File: src/design/nearest_vector_scan_defines.svh
// Assertion macros for the nearest vector scan block.
// Included by the modules that carry concurrent assertions; no other dependencies.
`ifndef NEAREST_VECTOR_SCAN_DEFINES_SVH
`define NEAREST_VECTOR_SCAN_DEFINES_SVH
`ifndef SYNTHESIS
`define NVS_ASSERT_IMP(name, clk, rst_n, ante, cons, msg) \
	name: assert property (@(posedge clk) disable iff (!rst_n) (ante) |-> (cons)) \
		else $error(msg);
`define NVS_ASSERT_NXT(name, clk, rst_n, ante, cons, msg) \
	name: assert property (@(posedge clk) disable iff (!rst_n) (ante) |=> (cons)) \
		else $error(msg);
`else
`define NVS_ASSERT_IMP(name, clk, rst_n, ante, cons, msg)
`define NVS_ASSERT_NXT(name, clk, rst_n, ante, cons, msg)
`endif
`endif

File: src/design/nvs_pkg.sv
// Shared constants, codes and types of the nearest vector scan block.
// No dependencies.
package nvs_pkg;

	localparam int MAX_DOCS  = 1024;
	localparam int MAX_DIM   = 128;
	localparam int COMP_BITS = 16;

	localparam int DOC_W    = $clog2(MAX_DOCS);
	localparam int DCNT_W   = DOC_W + 1;
	localparam int POS_W    = $clog2(MAX_DIM);
	localparam int LEN_W    = 8;
	localparam int ADDR_W   = DOC_W + POS_W;
	localparam int DIFF_W   = COMP_BITS + 1;
	localparam int SQ_W     = 2 * DIFF_W;
	localparam int DIST_W   = 40;
	localparam int KIND_W   = 2;
	localparam int CFG_IDX_W = 1;

	localparam logic [DIST_W-1:0] DIST_MAX    = {DIST_W{1'b1}};
	localparam logic [DIST_W-1:0] CEIL_RESET  = 40'd65535934464;
	localparam logic [LEN_W-1:0]  VLEN_RESET  = 8'd128;

	localparam logic [CFG_IDX_W-1:0] REG_VLEN = 1'b0;
	localparam logic [CFG_IDX_W-1:0] REG_CEIL = 1'b1;

	localparam logic OP_DOC   = 1'b0;
	localparam logic OP_QUERY = 1'b1;

	typedef enum logic [KIND_W-1:0] {
		KIND_STORED = 2'd0,
		KIND_ANSWER = 2'd1,
		KIND_FULL   = 2'd2
	} kind_t;

	typedef struct packed {
		kind_t              kind;
		logic [DOC_W-1:0]   doc_index;
		logic [DIST_W-1:0]  distance;
		logic               found;
	} res_t;

	typedef struct packed {
		logic accept;
		logic issue;
		logic report;
	} cmd_t;

	typedef struct packed {
		logic query_last;
		logic issue_last;
		logic pipe_busy;
	} status_t;

endpackage

File: src/design/nvs_ctrl.sv
// Controller state machine: load, issue scan, drain pipeline, report.
// Depends on nvs_pkg and nearest_vector_scan_defines.svh.
`include "nearest_vector_scan_defines.svh"
module nvs_ctrl (
	input  logic            clk,
	input  logic            arst_n,
	input  logic            item_valid,
	output logic            item_ready,
	input  logic            skid_full,
	input  nvs_pkg::status_t st,
	output nvs_pkg::cmd_t    cmd
);
	import nvs_pkg::*;

	typedef enum logic [3:0] {
		S_IDLE   = 4'b0001,
		S_ISSUE  = 4'b0010,
		S_DRAIN  = 4'b0100,
		S_REPORT = 4'b1000
	} state_t;

	state_t state_q, state_d;

	assign item_ready = (state_q == S_IDLE) && !skid_full;
	assign cmd.accept = item_ready && item_valid;
	assign cmd.issue  = (state_q == S_ISSUE);
	assign cmd.report = (state_q == S_REPORT);

	always_comb begin
		state_d = state_q;
		unique case (state_q)
			S_IDLE: begin
				if (cmd.accept && st.query_last) state_d = S_ISSUE;
			end
			S_ISSUE: begin
				if (st.issue_last) state_d = S_DRAIN;
			end
			S_DRAIN: begin
				if (!st.pipe_busy) state_d = S_REPORT;
			end
			S_REPORT: begin
				state_d = S_IDLE;
			end
			default: begin
				state_d = S_IDLE;
			end
		endcase
	end

	always_ff @(posedge clk or negedge arst_n) begin
		if (!arst_n) begin
			state_q <= S_IDLE;
		end else begin
			state_q <= state_d;
		end
	end

	`NVS_ASSERT_NXT(a_scan_starts, clk, arst_n, cmd.accept && st.query_last, state_q == S_ISSUE, "last query transfer did not start a scan")
	`NVS_ASSERT_IMP(a_report_drained, clk, arst_n, state_q == S_REPORT, !st.pipe_busy, "report while scan pipeline busy")
	`NVS_ASSERT_NXT(a_report_once, clk, arst_n, state_q == S_REPORT, state_q == S_IDLE, "report held longer than one cycle")

endmodule

File: config.mk
export PLATFORM = sky130hd
export DESIGN_NAME = nvs_ctrl
export DESIGN_NICKNAME = d
export VERILOG_FILES = /design/src/design/nvs_pkg.sv /design/src/design/nvs_ctrl.sv
export VERILOG_INCLUDE_DIRS = /design/src /design/src/design
export SDC_FILE = /design/constraint.sdc
export NUM_CORES = 1
export LEC_CHECK = 0
export ABC_AREA = 1
export BUFFER_PORTS_ARGS = -buffer_cell sky130_fd_sc_hd__buf_2
export CAP_MARGIN = 25
export CORE_AREA = 10 10 47 49
export CTS_CLUSTER_DIAMETER = 40
export DETAILED_ROUTE_END_ITERATION = 8
export DIE_AREA = 0 0 57 59
export PLACE_DENSITY = 0.45
export SYNTH_ARGS = -nofsm -noshare
export SYNTH_HDL_FRONTEND = slang
export SYNTH_SLANG_ARGS = --single-unit
export TNS_END_PERCENT = 1
File: constraint.sdc
create_clock -name clk -period 1.2 [get_ports clk]
set_input_delay 0.12 -clock clk [delete_from_list [all_inputs] [get_ports clk]]
set_output_delay 0.12 -clock clk [all_outputs]
set_load 0.05 [all_outputs]
==> metrics <==
status=finished, violations left; failing checks=negative setup slack; Worst-path clk slew=0.04 ns; slowest CP cell=dfrtp_1; Largest register FFs=4; met3 Resource Use GR=0.0258; largest register by flop count=state_q; post-route ant nets=0; GRT Util Overall=0.0479; main combinational cell family by area after synthesis=simple AND/OR/NAND/NOR gates; worst-margin pin slew=0.278 ns; Core Region=0.00140 mm2; Final Max Tran Viols=0; Min-Delay Path Class=primary input to register; clock latency on the worst-skew pair=0.23 ns; register bit total from synthesis=4; routability congestion estimate=0.686; layout cells sized above 1=0.464; DR WL/cell=9.43 um; clock skew=around 0.0030 ns; Design Area, Final=429 um2; Adder-Cell Fraction of Synth Area=0; total gr overflow=0; Num CTS Buffers=3; Max Buffers Root-to-Sink=2; 1st-iter DRT viols=0; pre-CTS setup slack=-0.0114 ns; largest net degree at the start of global routing=5; detailed-route wire length=a little under 700 um; maximum vdd drop=around 0.0008 V; first-pass GRT wire length=1.28 mm; P_leak=0.252 nW; Die X=57 um; Data arrival, critical path=1.24 ns; placed cell areas=roughly 360 um2; diode count=0; hold_sp=st[2]; Synth top area share=0.296; Ys Warns=0; Power Density=1550 mW/mm2; Setup CP Type=register to primary output; Initial Utilization=0.181; met1 GRT Util=0.0403; Sink Count=4; Critical Path RT=1.08 ns; met2 Resource Use GR=0.0775; vias in the first global route=338; most frequent cells in the layout=nand2_1 (9), inv_1 (7), buf_2 (6), nor2_1 (5), buf_4 (5); post-synthesis mux area share=0; Simple-Gate Fraction of Synth Area=0.433; Max FO, Critical Path=3; CTS root buf=clkbuf_4; post-synthesis sequential area ratio=0.399; Syn Nets=44; dpl hpwl=around 550 um; Synth area leader=dfrtp_1; Worst slew margin=0.813; Worst setup SP type=register; routed vias/inst=3.97; fin crit period=1.36 ns; top post-synthesis cells by area=dfrtp_1 (30%), nand2_1 (15%), inv_1 (12%); Final Setup Violations=4; crit path buf inv count=1; initial antenna violation count=0; f_max=~730 MHz; commonest non-fill, non-tap cell in the layout=nand2_1; biggest regs=state_q (4); CTS tree=done; Unique masters post-synth=10; Synth Area per Inst=6.86 um2; Cell Area, Synth=254 um2; busiest grt layer=met2; part of the cycle the worst path needs=1.13; RSZ-0062 raised after global routing=yes; Ports=11; Worst R2R Start=state_q[3]$_DFFE_PN0P_; Rows=14; H-tree depth=1; Final Hold Fails=0; Setup WS post-layout=-0.161 ns; crit-path max cell delay=0.37 ns; Die Area=roughly 0.0034 mm2; area growth from synthesis to layout=69.0%; TritonRoute pass-1 iters=1; Critical Path Sink Type=primary output; cells along the critical path=nor2_2 > nand3_2 > nor3_4 > buf_6; DR DRC count=0; Synth Area in Compound Gates=0.0493; Port Buffers=10; max_cap viols=0; largest delay contributor family on the critical path=simple AND/OR/NAND/NOR gates; XOR/XNOR Fraction of Synth Area=0; Final #Nets=64; Die H=between 50 and 60 um; Post-Synthesis Cells=37; via count=about 290; Worst Setup SP=state_q[3]$_DFFE_PN0P_
-- tightest hold or removal path: cells and delay by family --
| kind | cells | cell delay, ns |
|---|---|---|
| buf+inv | 1 | 0.09 |
| simple gates | 2 | 0.10 |
-- cells in the mapped netlist --
cell type   n
nand2_1    10
nor2_1      7
nand3_1     4
dfrtp_1     3
nand3_2     1
dfstp_2     1
nor2_2      1
o31ai_2     1
inv_1       8
nor3_2      1
-- final cells by class --
cell class | count | area [um2]
fill | 167 | 972
multi-input combinational | 25 | 136
timing repair buffer | 15 | 115
sequential | 4 | 101
inverter | 8 | 30.0
clock buffer | 4 | 26.3
tap | 16 | 20.0
-- metal layers --
metal | vias to the layer above | wire [um]
li1 | 149 | -
met1 | 126 | 257
met2 | 9 | 346
met3 | 2 | 57
met4 | 0 | 18
met5 | - | 0
-- path summary, 6_finish.rpt --
path / to / cells past startpoint / slack [ns]
setup / recovery: cmd[2] / 4 / -0.16
hold / removal: state_q[1]$_DFFE_PN0P_ / 3 / 0.11
setup reg to reg: state_q[2]$_DFFE_PN0P_ / 7 / 0.07
hold reg to reg: state_q[3]$_DFFE_PN0P_ / 3 / 0.57
max in group asynchronous: state_q[0]$_DFFE_PN1P_ / 2 / 0.77
min in group asynchronous: state_q[2]$_DFFE_PN0P_ / 2 / 0.22
-- stage by stage --
step	total power (W)	cells	hold slack (ns)	TNS [ns]	utilization
6_report	0.000666	72	0.114	-0.451	0.306
5_1_grt	0.000712	72	0.144	-0.806	0.306
4_1_cts	0.000673	72	0.107	-0.537	0.304
3_5_place_dp	0.000453	67	-0.0711	-0.0114	0.259
3_3_place_gp	0.000454	67	-0.0727	-0.00916	0.259
2_1_floorplan	0.000384	37	-0.176	-0.358	-
-- where the power goes --
| part | total [W] | internal, W | switching, W |
|---|---|---|---|
| Combinational | 0.000296 | 0.000110 | 0.000186 |
| Clock | 0.000184 | 0.000125 | 0.0000585 |
| Sequential | 0.000186 | 0.000167 | 0.0000185 |
-- what timing repair did --
action / CTS / global route
hold buffers: 1 / 0
pin swaps: 2 / 0
resized for setup: 10 / 1
setup buffers: 0 / 0
endpoints found under the setup margin: 4 / 6
endpoints found under the hold margin: 4 / 0
cloned: 0 / 0
-- logic make-up after synthesis --
kind of cell	count (synthesis)
buffers and inverters	8
AO/OA/AOI/OAI	1
AND/OR/NAND/NOR	24
flip-flops	4
Power figures use the tool's default switching activity.
