==> src/design/nearest_vector_scan_defines.svh <==
// Assertion macros for the nearest vector scan block.
// Included by the modules that carry concurrent assertions; no other dependencies.
`ifndef NEAREST_VECTOR_SCAN_DEFINES_SVH
`define NEAREST_VECTOR_SCAN_DEFINES_SVH
`ifndef SYNTHESIS
`define NVS_ASSERT_IMP(name, clk, rst_n, ante, cons, msg) \
	name: assert property (@(posedge clk) disable iff (!rst_n) (ante) |-> (cons)) \
		else $error(msg);
`define NVS_ASSERT_NXT(name, clk, rst_n, ante, cons, msg) \
	name: assert property (@(posedge clk) disable iff (!rst_n) (ante) |=> (cons)) \
		else $error(msg);
`else
`define NVS_ASSERT_IMP(name, clk, rst_n, ante, cons, msg)
`define NVS_ASSERT_NXT(name, clk, rst_n, ante, cons, msg)
`endif
`endif

==> src/design/nvs_pkg.sv <==
// Shared constants, codes and types of the nearest vector scan block.
// No dependencies.
package nvs_pkg;

	localparam int MAX_DOCS  = 1024;
	localparam int MAX_DIM   = 128;
	localparam int COMP_BITS = 16;

	localparam int DOC_W    = $clog2(MAX_DOCS);
	localparam int DCNT_W   = DOC_W + 1;
	localparam int POS_W    = $clog2(MAX_DIM);
	localparam int LEN_W    = 8;
	localparam int ADDR_W   = DOC_W + POS_W;
	localparam int DIFF_W   = COMP_BITS + 1;
	localparam int SQ_W     = 2 * DIFF_W;
	localparam int DIST_W   = 40;
	localparam int KIND_W   = 2;
	localparam int CFG_IDX_W = 1;

	localparam logic [DIST_W-1:0] DIST_MAX    = {DIST_W{1'b1}};
	localparam logic [DIST_W-1:0] CEIL_RESET  = 40'd65535934464;
	localparam logic [LEN_W-1:0]  VLEN_RESET  = 8'd128;

	localparam logic [CFG_IDX_W-1:0] REG_VLEN = 1'b0;
	localparam logic [CFG_IDX_W-1:0] REG_CEIL = 1'b1;

	localparam logic OP_DOC   = 1'b0;
	localparam logic OP_QUERY = 1'b1;

	typedef enum logic [KIND_W-1:0] {
		KIND_STORED = 2'd0,
		KIND_ANSWER = 2'd1,
		KIND_FULL   = 2'd2
	} kind_t;

	typedef struct packed {
		kind_t              kind;
		logic [DOC_W-1:0]   doc_index;
		logic [DIST_W-1:0]  distance;
		logic               found;
	} res_t;

	typedef struct packed {
		logic accept;
		logic issue;
		logic report;
	} cmd_t;

	typedef struct packed {
		logic query_last;
		logic issue_last;
		logic pipe_busy;
	} status_t;

endpackage

==> src/design/nvs_if.sv <==


interface nvs_result_if;
	import nvs_pkg::*;
	logic              valid;
	logic              ready;
	logic [KIND_W-1:0] kind;
	logic [DOC_W-1:0]  doc_index;
	logic [DIST_W-1:0] distance;
	logic              found;
	modport source (output valid, kind, doc_index, distance, found, input ready);
	modport sink (input valid, kind, doc_index, distance, found, output ready);
endinterface

==> src/design/nvs_outbuf.sv <==
// Two-entry result buffer (output register plus skid) driving the result channel.
// Depends on nvs_pkg, nvs_if and nearest_vector_scan_defines.svh.
`include "nearest_vector_scan_defines.svh"
module nvs_outbuf (
	input  logic           clk,
	input  logic           arst_n,
	input  logic           push,
	input  nvs_pkg::res_t  res,
	output logic           skid_full,
	nvs_result_if.source   result
);
	import nvs_pkg::*;

	logic head_valid_q, skid_valid_q;
	res_t head_q, skid_q;
	logic pop, head_free;

	assign pop       = head_valid_q && result.ready;
	assign head_free = !head_valid_q || pop;
	assign skid_full = skid_valid_q;

	always_ff @(posedge clk or negedge arst_n) begin
		if (!arst_n) begin
			head_valid_q <= 1'b0;
			skid_valid_q <= 1'b0;
		end else if (head_free) begin
			head_valid_q <= skid_valid_q || push;
			skid_valid_q <= skid_valid_q && push;
		end else if (push) begin
			skid_valid_q <= 1'b1;
		end
	end

	always_ff @(posedge clk) begin
		if (head_free) begin
			head_q <= skid_valid_q ? skid_q : res;
			if (push) skid_q <= res;
		end else if (push) begin
			skid_q <= res;
		end
	end

	assign result.valid     = head_valid_q;
	assign result.kind      = head_q.kind;
	assign result.doc_index = head_q.doc_index;
	assign result.distance  = head_q.distance;
	assign result.found     = head_q.found;

	`NVS_ASSERT_IMP(a_no_overflow, clk, arst_n, push, !skid_valid_q, "result pushed into full buffer")

endmodule

==> src/flat_wrapper.sv <==
// flat-port wrapper written by rule: the top's interface ports become plain ports
module nvs_outbuf_flat import nvs_pkg::*;
  (clk, arst_n, push, res, skid_full, result_valid, result_kind, result_doc_index, result_distance, result_found, result_ready);
  nvs_result_if result_i ();
  input  logic clk;
  input  logic arst_n;
  input  logic push;
  input  nvs_pkg::res_t res;
  output logic skid_full;
  output wire logic [$bits(result_i.valid)-1:0] result_valid;
  output wire logic [$bits(result_i.kind)-1:0] result_kind;
  output wire logic [$bits(result_i.doc_index)-1:0] result_doc_index;
  output wire logic [$bits(result_i.distance)-1:0] result_distance;
  output wire logic [$bits(result_i.found)-1:0] result_found;
  input wire logic [$bits(result_i.ready)-1:0] result_ready;
  assign result_valid = result_i.valid;
  assign result_kind = result_i.kind;
  assign result_doc_index = result_i.doc_index;
  assign result_distance = result_i.distance;
  assign result_found = result_i.found;
  assign result_i.ready = result_ready;
  nvs_outbuf u_core (.clk(clk), .arst_n(arst_n), .push(push), .res(res), .skid_full(skid_full), .result(result_i));
endmodule
==> config.mk <==
export PLATFORM = sky130hd
export DESIGN_NAME = nvs_outbuf_flat
export DESIGN_NICKNAME = d
export VERILOG_FILES = /design/src/design/nvs_pkg.sv /design/src/design/nvs_if.sv /design/src/design/nvs_outbuf.sv /design/src/flat_wrapper.sv
export VERILOG_INCLUDE_DIRS = /design/src /design/src/design
export SDC_FILE = /design/constraint.sdc
export NUM_CORES = 1
export LEC_CHECK = 0
export BUFFER_PORTS_ARGS = -buffer_cell sky130_fd_sc_hd__buf_4
export CAP_MARGIN = 20
export CORE_MARGIN = 2
export CORE_UTILIZATION = 29
export DETAILED_ROUTE_END_ITERATION = 8
export PLACE_DENSITY = 0.54
export SYNTH_ARGS = -nofsm -noshare
export SYNTH_HDL_FRONTEND = slang
export SYNTH_SLANG_ARGS = --single-unit
==> constraint.sdc <==
create_clock -name clk -period 6 [get_ports clk]
set_clock_uncertainty 0.15 [all_clocks]
set_input_delay 0.3 -clock clk [delete_from_list [all_inputs] [get_ports clk]]
set_output_delay 0.3 -clock clk [all_outputs]
set_load 0.005 [all_outputs]
==> metrics.csv <==
stage,metric,value,unit
run_status,status,"complete, no violations",
critical_path,crit path from,u_core.skid_full,
critical_path,CP Depth,1,
clocking,CTS buffer count,9,
flow_run,Max-cap violations,0,
critical_path,Worst Setup End Kind,output port,
yosys,Synth Register Bits,108,
cells_and_area,Final #Nets,399,
global_route,GRT Total Usage,0.101,
cells_and_area,layout filler cell count,1257,
global_route,"Remaining Overflow, GRT",0,
min_path,Hold Crit Class,primary input to asynchronous set/reset pin,
floorplan,Die W,123,µm
timing,RSZ-0062 raised after global routing,no,
critical_path,Top Family by Delay on Critical Path,flip-flops,
power,internal power,1.41,mW
timing,Max Freq,464,MHz
clocking,Worst-Skew Late Latency,340,ps
power,Peak VDD IR,0.139,mV
drt,average wire per cell in the routed design,13.9,µm
drt,via count,2115,
critical_path,crit path max fanout,56,
timing,Slew @ Worst Pin,1020,ps
timing,"Setup violations, final",0,
timing,"Slew Viols, Final",0,
global_route,first-pass GRT wire length,11200,µm
drt,Total Routed Length,7330,µm
yosys,post-synth cell types,9,
cells_and_area,proportion of layout cells with a drive suffix above 1,0.524,
place,Port-buffer cells,111,
timing,worst hold margin,111,ps
floorplan,Die Y,123,µm
clocking,H-tree Lvls,3,
timing,setup TNS,0,ps
yosys,Mapped Cells,171,
floorplan,Initial Utilization,0.296,
cells_and_area,design area,5940,µm²
power,net switching power,0.361,mW
drt,residual DRC count,0,
clocking,root buf cell,clkbuf_16,
critical_path,CP Launch Type,flip-flop,
timing,slew margin rel.,0.320,
power,Power Dens Cells,298,nW/µm²
place,GP Congestion,0.614,
drt,initial DRC count,90,
clocking,Sink Count,108,
critical_path,crit path kind,flip-flop to output port,
critical_path,worst-path cell chain,buf_4,
clocking,Clock Tree Buf Depth,2,
critical_path,critical path required time,5550,ps
drt,Via-to-Cell Ratio,4.01,
global_route,initial antenna violation count,0,
yosys,Mapped Nets,228,
yosys,"Avg Cell Area, Syn",24.0,µm²
global_route,vias in the first global route,2215,
power,Comb pwr share,0.136,
power,Reg power frac,0.547,
drt,Pre-antenna DRT Iters,6,
critical_path,CP max stage delay,1110,ps
yosys,synth warn,0,
global_route,largest net degree at the start of global routing,57,
critical_path,FF-to-FF Start,u_core.result.valid,
cells_and_area,"Core Util, Final",0.428,
drt,Final ANT Viol Nets,0,
floorplan,die footprint,15100,µm²
timing,final hold viol count,0,
place,placed instance area,5110,µm²
critical_path,R2R cell count,3,
power,Leak Pwr,2.39,nW
floorplan,Core Box Area,13900,µm²
power,switching share of total power,0.204,
critical_path,CP Data Arrival Time,1700,ps
place,HPWL Detailed,4450,µm
clocking,CTS tree,done,
critical_path,Worst path slowest cell,dfrtp_4,
timing,min Tclk post-route,2150,ps
power,part of the power in the clock network,0.318,
yosys,mapped cell area,4110,µm²
clocking,Worst-path clk slew,70,ps
yosys,post-synthesis sequential area ratio,0.787,
cells_and_area,area growth from synthesis to layout,44.5,%
cells_and_area,# diodes,0,
floorplan,Boundary Pins,112,
critical_path,Critical path buffers and inverters,1,
floorplan,FP Rows,43,
timing,Final period util,0.359,
-- flip-flops by register name, summed over array words and instances (netlist names) --
register                 count
u_core.result.found          1
u_core.result.doc_index     10
u_core.skid_full             1
u_core.result.kind           2
u_core.skid_q               53
u_core.result.valid          1
u_core.result.distance      40
-- worst paths after layout --
kind	endpoint	slack, ps
min in group clk	u_core.skid_full	290
worst min-delay path	u_core.result.valid	110
worst max register to register	u_core.result.distance[34]	4010
max in group asynchronous	u_core.skid_full	5490
worst min register to register	u_core.result.distance[33]	400
worst max-delay path	skid_full	3850
-- cells by family (layout without fill, tap and decap cells) --
logic type	Yosys count	count (layout)	share of synthesized area
adder cells (fa/ha/maj)	1	1	0.00274
buffers and inverters	7	183	0.0174
flip-flops	108	108	0.787
multiplexers	53	53	0.190
AND/OR/NAND/NOR	2	2	0.00305
-- layout make-up --
type | instances | area (µm²) | share of cell area
inverters | 1 | 3.75 | 0.000632
repair buffers | 166 | 1380 | 0.233
clock inverters | 2 | 10.0 | 0.00169
well taps | 180 | 225 | 0.0379
clock buffers | 14 | 274 | 0.0462
multi-input cells | 56 | 805 | 0.136
flip-flops and latches | 108 | 3240 | 0.545
-- metal layers --
metal  up-vias  wire length (µm)  track usage
met4         0               175       0.0597
met1      1010              3340        0.128
met3        12               483       0.0337
met5         -                 0            0
li1       1019                 -            -
met2        74              3330        0.151
-- cell usage in the layout, fill, tap and decap left out, drive strengths merged --
cell and n:
dfrtp 2, clkinv 2, edfxtp 106, or3 1
mux2 53, maj3 1, inv 1, nor2b 1
clkbuf 14, buf 112, dlygate4sd3 54
-- power by group through the flow --
stage	clock, mW	sequential (mW)	combinational, mW
floorplan	0	0.961	0.118
detailed placement	0	0.985	0.216
global route	0.613	0.977	0.259
global placement	0	0.983	0.215
CTS	0.586	0.970	0.245
finish	0.562	0.967	0.240
-- cell usage after synthesis (all sizes together) --
cell,count,area share
buf,6,0.016
or3,1,0.0015
inv,1,0.00091
mux2,53,0.19
maj3,1,0.0027
nor2b,1,0.0015
dfrtp,2,0.012
edfxtp,106,0.77
-- stage by stage --
| step | instances | worst slack [ps] | total power [mW] |
|---|---|---|---|
| after floorplan | 171 | 3880 | 1.08 |
| after global placement | 457 | 4000 | 1.20 |
| after detailed placement | 457 | 3960 | 1.20 |
| after CTS | 527 | 3770 | 1.80 |
| after global routing | 527 | 3720 | 1.85 |
| final | 527 | 3850 | 1.77 |
-- repair_timing --
action | in CTS | in global routing
hold buffers | 54 | 0
resized for setup | 0 | 0
buffers inserted | 0 | 0
endpoints found under the hold margin | 55 | 0
No activity file was read; power rests on OpenSTA's default activity.
